===== config.mk =====
export PLATFORM = sky130hd
export DESIGN_NAME = tga_rle_pixel_decoder
export DESIGN_NICKNAME = d
export VERILOG_FILES = /design/src/rtl/core/tgarle_pkg.sv /design/src/rtl/core/tga_rle_pixel_decoder.sv /design/src/rtl/core/tgarle_front.sv /design/src/rtl/core/tgarle_queue.sv /design/src/rtl/core/tgarle_back.sv
export SDC_FILE = /design/constraint.sdc
export NUM_CORES = 1
export LEC_CHECK = 0
export BUFFER_PORTS_ARGS = -buffer_cell sky130_fd_sc_hd__buf_4
export CAP_MARGIN = 25
export CORE_MARGIN = 1
export CORE_UTILIZATION = 40
export CTS_BUF_LIST = sky130_fd_sc_hd__clkbuf_2 sky130_fd_sc_hd__clkbuf_4 sky130_fd_sc_hd__clkbuf_8
export DETAILED_ROUTE_END_ITERATION = 8
export GPL_TIMING_DRIVEN = 0
export PLACE_DENSITY = 0.53
export SLEW_MARGIN = 40
export SYNTH_ARGS = -nofsm -noshare
export SYNTH_HDL_FRONTEND = slang
export SYNTH_SLANG_ARGS = --single-unit

===== constraint.sdc =====
create_clock -name aclk -period 3.9 [get_ports aclk]
set_input_delay 0 -clock aclk [delete_from_list [all_inputs] [get_ports aclk]]
set_output_delay 0 -clock aclk [all_outputs]
set_load 0.05 [all_outputs]

===== src/rtl/core/tgarle_pkg.sv =====
package tgarle_pkg;

    localparam int CFG_INDEX_W = 1;
    localparam int CFG_DATA_W  = 3;

    localparam logic [CFG_INDEX_W-1:0] REG_PIXEL_BYTES = 1'd0;
    localparam logic [CFG_INDEX_W-1:0] REG_RLE_ENABLED = 1'd1;

    localparam logic [2:0] PIXEL_BYTES_RESET = 3'd3;
    localparam logic       RLE_ENABLED_RESET = 1'b1;

    localparam logic [7:0] LOW7_MASK = 8'h7f;

    // size code is bytes per pixel minus one
    localparam logic [1:0] SIZE_CODE_3 = 2'd2;
    localparam logic [1:0] SIZE_CODE_4 = 2'd3;

    // one queued beat as classified by the front end
    typedef struct packed {
        logic       clear;      // header: drop any partial pixel
        logic       done;       // this byte completes a pixel
        logic [1:0] lane;       // byte lane within the pixel
        logic [1:0] size_code;
        logic [7:0] data;
        logic [7:0] rep;
    } token_t;

    function automatic logic [1:0] size_code_of(input logic [2:0] pixel_bytes);
        logic [1:0] code;
        if (pixel_bytes == 3'd0) begin
            code = 2'd0;
        end else if (pixel_bytes > 3'd4) begin
            code = SIZE_CODE_4;
        end else begin
            code = 2'(pixel_bytes - 3'd1);
        end
        return code;
    endfunction

endpackage


===== src/rtl/core/tga_rle_pixel_decoder.sv =====
// TGA run-length pixel decoder.
// s_* : one byte of image data per beat (valid/ready).
// m_* : one decoded pixel per beat with its repeat count 1..128; a run packet
//       gives one beat carrying the whole count, literal pixels carry 1.
//       Pixels of 3 or 4 bytes leave in R,G,B(,A) order, R in bits 7:0.
// cfg_we/cfg_addr/cfg_wdata: register 0 = bytes per pixel, 1 = run-length
//       enable. Write only while the decoder is idle.
// Throughput: one byte per cycle while the queue has room, including header bytes.
// Path: the beat carrying a pixel's last byte is registered in the queue between
//       the packet parser and the pixel assembler, which loads the pixel into
//       the output register once the beat is at the head and m_* can take it.
// Stall: the output register holds while m_ready is low; the parser keeps
//       taking bytes until the queue (QUEUE_DEPTH beats) fills, then s_ready
//       drops. Bytes that do not finish a pixel still drain while stalled.
// Reset (synchronous, aresetn low): 3 bytes per pixel, run-length on, the
//       parser awaits a packet header, queue and output empty.
module tga_rle_pixel_decoder #(
    parameter int QUEUE_DEPTH = 2
) (
    input  logic                               aclk,
    input  logic                               aresetn,
    input  logic                               s_valid,
    output logic                               s_ready,
    input  logic [7:0]                         s_data_byte,
    output logic                               m_valid,
    input  logic                               m_ready,
    output logic [31:0]                        m_pixel,
    output logic [7:0]                         m_repeat_res,
    input  logic                               cfg_we,
    input  logic [tgarle_pkg::CFG_INDEX_W-1:0] cfg_addr,
    input  logic [tgarle_pkg::CFG_DATA_W-1:0]  cfg_wdata
);

    logic [2:0]         pixel_bytes_reg;
    logic               rle_enabled_reg;
    logic               q_full;
    logic               q_empty;
    logic               push;
    logic               pop;
    tgarle_pkg::token_t in_tok;
    tgarle_pkg::token_t head_tok;

    always_ff @(posedge aclk) begin
        if (!aresetn) begin
            pixel_bytes_reg <= tgarle_pkg::PIXEL_BYTES_RESET;
            rle_enabled_reg <= tgarle_pkg::RLE_ENABLED_RESET;
        end else if (cfg_we) begin
            case (cfg_addr)
                tgarle_pkg::REG_PIXEL_BYTES: pixel_bytes_reg <= cfg_wdata;
                tgarle_pkg::REG_RLE_ENABLED: rle_enabled_reg <= cfg_wdata[0];
                default: ;
            endcase
        end
    end

    tgarle_front u_front (
        .aclk        (aclk),
        .aresetn     (aresetn),
        .s_valid     (s_valid),
        .s_ready     (s_ready),
        .s_data_byte (s_data_byte),
        .size_code   (tgarle_pkg::size_code_of(pixel_bytes_reg)),
        .rle_enabled (rle_enabled_reg),
        .q_full      (q_full),
        .push        (push),
        .tok         (in_tok)
    );

    tgarle_queue #(
        .DEPTH (QUEUE_DEPTH)
    ) u_queue (
        .aclk     (aclk),
        .aresetn  (aresetn),
        .push     (push),
        .push_tok (in_tok),
        .full     (q_full),
        .pop      (pop),
        .empty    (q_empty),
        .head_tok (head_tok)
    );

    tgarle_back u_back (
        .aclk         (aclk),
        .aresetn      (aresetn),
        .q_empty      (q_empty),
        .tok          (head_tok),
        .pop          (pop),
        .m_valid      (m_valid),
        .m_ready      (m_ready),
        .m_pixel      (m_pixel),
        .m_repeat_res (m_repeat_res)
    );

endmodule


===== src/rtl/core/tgarle_front.sv =====
module tgarle_front (
    input  logic                aclk,
    input  logic                aresetn,
    input  logic                s_valid,
    output logic                s_ready,
    input  logic [7:0]          s_data_byte,
    input  logic [1:0]          size_code,
    input  logic                rle_enabled,
    input  logic                q_full,
    output logic                push,
    output tgarle_pkg::token_t  tok
);

    logic       expect_header_reg, expect_header_next;
    logic       run_packet_reg, run_packet_next;
    logic [7:0] pixels_left_reg, pixels_left_next;
    logic [1:0] byte_pos_reg, byte_pos_next;
    logic       is_header;
    logic       complete;
    logic [7:0] pl_dec;

    assign s_ready   = !q_full;
    assign push      = s_valid && s_ready;
    assign is_header = rle_enabled && expect_header_reg;
    assign complete  = byte_pos_reg >= size_code;
    assign pl_dec    = pixels_left_reg - 8'd1;

    always_comb begin
        expect_header_next = expect_header_reg;
        run_packet_next    = run_packet_reg;
        pixels_left_next   = pixels_left_reg;
        byte_pos_next      = byte_pos_reg;
        tok.clear     = is_header;
        tok.done      = 1'b0;
        tok.lane      = byte_pos_reg;
        tok.size_code = size_code;
        tok.data      = s_data_byte;
        tok.rep       = 8'd1;
        if (is_header) begin
            pixels_left_next   = (s_data_byte & tgarle_pkg::LOW7_MASK) + 8'd1;
            run_packet_next    = s_data_byte[7];
            expect_header_next = 1'b0;
            byte_pos_next      = 2'd0;
        end else if (!complete) begin
            byte_pos_next = byte_pos_reg + 2'd1;
        end else begin
            tok.done      = 1'b1;
            byte_pos_next = 2'd0;
            if (rle_enabled) begin
                if (run_packet_reg) begin
                    tok.rep            = pixels_left_reg;
                    pixels_left_next   = 8'd0;
                    expect_header_next = 1'b1;
                end else begin
                    pixels_left_next = pl_dec;
                    if (pl_dec == 8'd0) begin
                        expect_header_next = 1'b1;
                    end
                end
            end
        end
    end

    always_ff @(posedge aclk) begin
        if (!aresetn) begin
            expect_header_reg <= 1'b1;
            run_packet_reg    <= 1'b0;
            pixels_left_reg   <= 8'd0;
            byte_pos_reg      <= 2'd0;
        end else if (push) begin
            expect_header_reg <= expect_header_next;
            run_packet_reg    <= run_packet_next;
            pixels_left_reg   <= pixels_left_next;
            byte_pos_reg      <= byte_pos_next;
        end
    end

    // a packet in progress always has pixels to come
    a_left_nonzero: assert property (@(posedge aclk) disable iff (!aresetn)
        !expect_header_reg |-> pixels_left_reg != 8'd0)
        else $error("packet open with no pixels left");

    a_left_bound: assert property (@(posedge aclk) disable iff (!aresetn)
        pixels_left_reg <= 8'd128)
        else $error("pixel count beyond packet size");

endmodule


===== src/rtl/core/tgarle_queue.sv =====
module tgarle_queue #(
    parameter int DEPTH = 2
) (
    input  logic                aclk,
    input  logic                aresetn,
    input  logic                push,
    input  tgarle_pkg::token_t  push_tok,
    output logic                full,
    input  logic                pop,
    output logic                empty,
    output tgarle_pkg::token_t  head_tok
);

    localparam int AW = (DEPTH > 1) ? $clog2(DEPTH) : 1;
    localparam logic [AW-1:0] LAST = AW'(DEPTH - 1);

    tgarle_pkg::token_t mem_reg [DEPTH];
    logic [AW-1:0] wr_ptr_reg, rd_ptr_reg;
    logic [AW:0]   count_reg;

    assign full     = count_reg == (AW+1)'(DEPTH);
    assign empty    = count_reg == '0;
    assign head_tok = mem_reg[rd_ptr_reg];

    always_ff @(posedge aclk) begin
        if (push) begin
            mem_reg[wr_ptr_reg] <= push_tok;
        end
    end

    always_ff @(posedge aclk) begin
        if (!aresetn) begin
            wr_ptr_reg <= '0;
            rd_ptr_reg <= '0;
            count_reg  <= '0;
        end else begin
            if (push) begin
                wr_ptr_reg <= (wr_ptr_reg == LAST) ? '0 : wr_ptr_reg + 1'b1;
            end
            if (pop) begin
                rd_ptr_reg <= (rd_ptr_reg == LAST) ? '0 : rd_ptr_reg + 1'b1;
            end
            case ({push, pop})
                2'b10:   count_reg <= count_reg + 1'b1;
                2'b01:   count_reg <= count_reg - 1'b1;
                default: count_reg <= count_reg;
            endcase
        end
    end

endmodule


===== src/rtl/core/tgarle_back.sv =====
module tgarle_back (
    input  logic                aclk,
    input  logic                aresetn,
    input  logic                q_empty,
    input  tgarle_pkg::token_t  tok,
    output logic                pop,
    output logic                m_valid,
    input  logic                m_ready,
    output logic [31:0]         m_pixel,
    output logic [7:0]          m_repeat_res
);

    logic [31:0] asm_reg, asm_next;
    logic [31:0] merged;
    logic [31:0] pix;
    logic        m_valid_reg;
    logic [31:0] pixel_reg;
    logic [7:0]  rep_reg;
    logic        load;

    assign pop  = !q_empty && (!tok.done || !m_valid_reg || m_ready);
    assign load = pop && tok.done;

    always_comb begin
        merged = tok.clear ? 32'd0 : asm_reg;
        if (!tok.clear) begin
            for (int i = 0; i < 4; i++) begin
                if (tok.lane == 2'(i)) begin
                    merged[8*i +: 8] = tok.data;
                end
            end
        end
        asm_next = tok.done ? 32'd0 : merged;
    end

    // B,G,R(,A) -> R,G,B(,A) for the wide formats
    always_comb begin
        pix = merged;
        if (tok.size_code == tgarle_pkg::SIZE_CODE_4) begin
            pix = {merged[31:24], merged[7:0], merged[15:8], merged[23:16]};
        end else if (tok.size_code == tgarle_pkg::SIZE_CODE_3) begin
            pix = {8'd0, merged[7:0], merged[15:8], merged[23:16]};
        end
    end

    always_ff @(posedge aclk) begin
        if (!aresetn) begin
            asm_reg     <= 32'd0;
            m_valid_reg <= 1'b0;
        end else begin
            if (pop) begin
                asm_reg <= asm_next;
            end
            if (load) begin
                m_valid_reg <= 1'b1;
            end else if (m_ready) begin
                m_valid_reg <= 1'b0;
            end
        end
    end

    always_ff @(posedge aclk) begin
        if (load) begin
            pixel_reg <= pix;
            rep_reg   <= tok.rep;
        end
    end

    assign m_valid      = m_valid_reg;
    assign m_pixel      = pixel_reg;
    assign m_repeat_res = rep_reg;

    a_load_shows: assert property (@(posedge aclk) disable iff (!aresetn)
        load |=> m_valid_reg)
        else $error("completed pixel not presented");

    a_rep_range: assert property (@(posedge aclk) disable iff (!aresetn)
        m_valid_reg |-> (rep_reg != 8'd0 && rep_reg <= 8'd128))
        else $error("repeat count out of range");

endmodule


==> key figures <==
Floorplanning
  – Die area: 0.0166 mm²
  – Cell Rows: 46
  – Core footprint: 0.0158 mm²
  – Die extent in x: 129 µm
  – I/O pins: 59
  – Die H: 129 µm
  – Starting Density: 40.7%

Synthesis
  – Seq/Total Area, Yosys: 55.9%
  – Syn Inst Count: 568
  – Most common cell in the synthesized netlist: edfxtp_1
  – Yosys warnings: 0
  – Post-synthesis xor/xnor area fraction: 1.09%
  – Top cells by count, synth: 84 x edfxtp_1, 54 x dfxtp_1, 44 x nand2_1, 39 x nor3_1
  – Ys flop type: edfxtp_1
  – Dominant cells by area after synthesis: edfxtp_1 39%, dfxtp_1 17%, mux2_2 5.9%
  – Mapped Nets: 592
  – Number of synthesized flops with an enable pin: 84
  – Async S/R FF share, synth: 0%
  – Synth Area in Adders: 1.36%
  – Netlist Area Pre-Place: 0.00644 mm²
  – Synth Area in Compound Gates: 17.0%
  – Synthesized flop and latch total: 138
  – Synthesized area per cell: 11.3 µm²
  – Synth Area in Simple Gates: 13.8%
  – Main combinational cell family by area after synthesis: compound AO/OA/AOI/OAI gates
  – Area leader, netlist: edfxtp_1
  – Yosys cell types: 62
  – Mux cell area share after synthesis: 7.81%
  – Synth top area share: 39.2%

GRT
  – GRT Util Overall: 20.4%
  – Largest net degree at the start of global routing: 25
  – Number of global-route vias before repair: 4595
  – Global route overflow: 0
  – Initial antenna violation count: 0
  – First-pass GRT wire length: 25.1 mm

Worst setup path
  – CP most frequent cell: ha_1
  – Crit Path Class: register to register
  – Crit-path cells: inv_1 -> ha_1 -> o21bai_1 -> ha_1 -> nand2b_1 -> a21oi_1 -> nor3_1 -> and2_1
  – Worst Setup End Kind: register
  – Worst path max stage delay: 660 ps
  – Worst Setup Start Kind: register
  – Critical path buffer and inverter count: 1
  – CP top delay family: compound AO/OA/AOI/OAI gates
  – CP max FO: 9
  – Worst EP arrival: 3100 ps
  – Slowest stage cell, crit path: a21oi_1
  – Required @ worst endpoint: 4100 ps

Route
  – Total number of vias: 4821
  – Final ANT Viol Nets: 0
  – Detailed Route WL: 15.7 mm
  – DRC violations left: 0
  – Vias per cell: 5.39
  – Wirelength per Cell: 17.6 µm
  – Drt first-iter violations: 315
  – First-pass iteration count of the detailed router: 5

Power and ir drop
  – Peak VDD IR: 0.000309 V
  – Pwr dens: 677 mW/mm²
  – P_leak: 2.76 nW

STA
  – Setup violations, final: 0
  – Hold Slack: 59.6 ps
  – Slew @ Worst Pin: 794 ps
  – Tcrit/Tclk final: 74.4%
  – RSZ-0062 raised after global routing: no
  – Min Tclk post-route: 2900 ps
  – F_max: 345 MHz
  – Hold Vio Cnt, Final: 0
  – Final WS setup: 998 ps
  – Slew headroom: 47.0%
  – Pins over their slew limit: 0
  – Clock Skews: 10.0 ps

Final layout
  – Share of layout cells above drive strength 1: 23.9%
  – Sequential Area: 0.00360 mm²
  – Ant diodes: 0
  – Util after Layout: 49.9%
  – Final layout net count: 690
  – Max reg flops: 44
  – Area of the multi-input gates: 0.00267 mm²
  – Number of fill cells in the layout: 1473
  – Area grow syn2layout: 22.5%

CTS
  – CTS max path bufs: 2
  – Post-cts resize count: 0
  – Later-pin clock latency in the skew report: 440 ps
  – Clock root cell: clkbuf_8
  – CTS tree: done
  – H-Tree Depth: 4
  – Inserted Clock Buffers: 17
  – CTS clk-pin slew, worst paths: 80 ps
  – # clock sinks: 138

Place
  – Gpl congestion: 0.889
  – Number of port buffers: 57
  – HPWL Detailed: 11.3 mm
  – DP Worst Slack: 1030 ps

Status
  – Status: finished clean

Hold path
  – Hold Path Class: input port to register

Run
  – Max Cap Viol: 0
-- report_power, final --
group	switching (W)	internal, W	leakage [nW]	total [W]
Sequential	0.000106	0.00185	1.22	0.00196
Clock	0.000570	0.000847	0.239	0.00142
Combinational	0.00132	0.000642	1.30	0.00197
-- layout by cell type (no fill, tap or decap), types with 4 or more instances in the layout --
cell type / Yosys / routed
a211oi_1: 18 / 17
a21boi_0: 19 / 19
a21boi_1: 17 / 17
a21oi_1: 21 / 21
and2_1: 9 / 9
buf_2: 6 / 6
buf_4: 2 / 59
bufinv_16: 0 / 6
clkbuf_1: 15 / 15
clkbuf_8: 0 / 18
clkinv_4: 0 / 4
dfxtp_1: 54 / 54
dlygate4sd3_1: 0 / 19
edfxtp_1: 84 / 84
ha_1: 7 / 7
inv_1: 9 / 9
mux2_2: 34 / 34
mux2i_1: 12 / 11
nand2_1: 44 / 44
nand2b_1: 5 / 5
nand3_1: 11 / 11
nor2_1: 31 / 29
nor3_1: 39 / 39
nor4_1: 6 / 6
o211ai_1: 4 / 4
o21a_1: 10 / 10
o21ai_0: 34 / 34
or3_1: 5 / 5
or3b_2: 4 / 4
xnor2_1: 7 / 7
-- area by class of cell --
class / count / area share, %
well taps: 216 / 3.42
repair buffers: 79 / 8.40
clock buffers: 18 / 3.14
plain buffers: 29 / 1.87
clock inverters: 14 / 3.09
flip-flops and latches: 138 / 45.7
multi-input cells: 390 / 33.9
inverters: 11 / 0.523
-- metal layers --
metal	vias up	routed length, µm	track usage (%)
li1	2337	-	-
met1	2318	7340	27.8
met2	141	7120	30.9
met3	25	901	5.07
met4	0	345	8.93
met5	-	0	0
-- per-stage QoR --
stage               instance area, µm²  setup TNS, ps  instances  power [W]
floorplan                         6440              0        568    0.00334
global placement                  7140         -15760        841    0.00388
detailed placement                7210              0        844    0.00394
CTS                               7890              0        895    0.00538
global route                      7890              0        895    0.00562
finish                            7890              0        895    0.00534
-- path summary, 6_finish.rpt --
check | start | end | slack [ps] | cells past startpoint
min | m_ready | u_back.m_valid | 60 | 4
max reg2reg | pixel_bytes_reg[0] | u_queue.mem_reg[0][7] | 1000 | 8
min reg2reg | u_back.asm_reg[2] | u_back.asm_reg[2] | 480 | 2
max | pixel_bytes_reg[0] | u_queue.mem_reg[0][7] | 1000 | 8
-- repair_timing --
item                       CTS  global route
setup endpoints to repair    0             0
hold endpoints to repair    23             0
setup buffers                0             0
hold buffers                19             0
-- logic make-up after synthesis --
logic type	Yosys count
xor+xnor	8
compound gates	154
simple gates	175
buf+inv	40
flops	138
fa+ha+maj	7
mux	46
-- tightest hold or removal path, stage by stage --
cell,delay (ps)
buf_4,110
nand2b_1,160
o21ai_0,90
and2_1,120
Note: power is estimated with default switching activity, not from simulation.
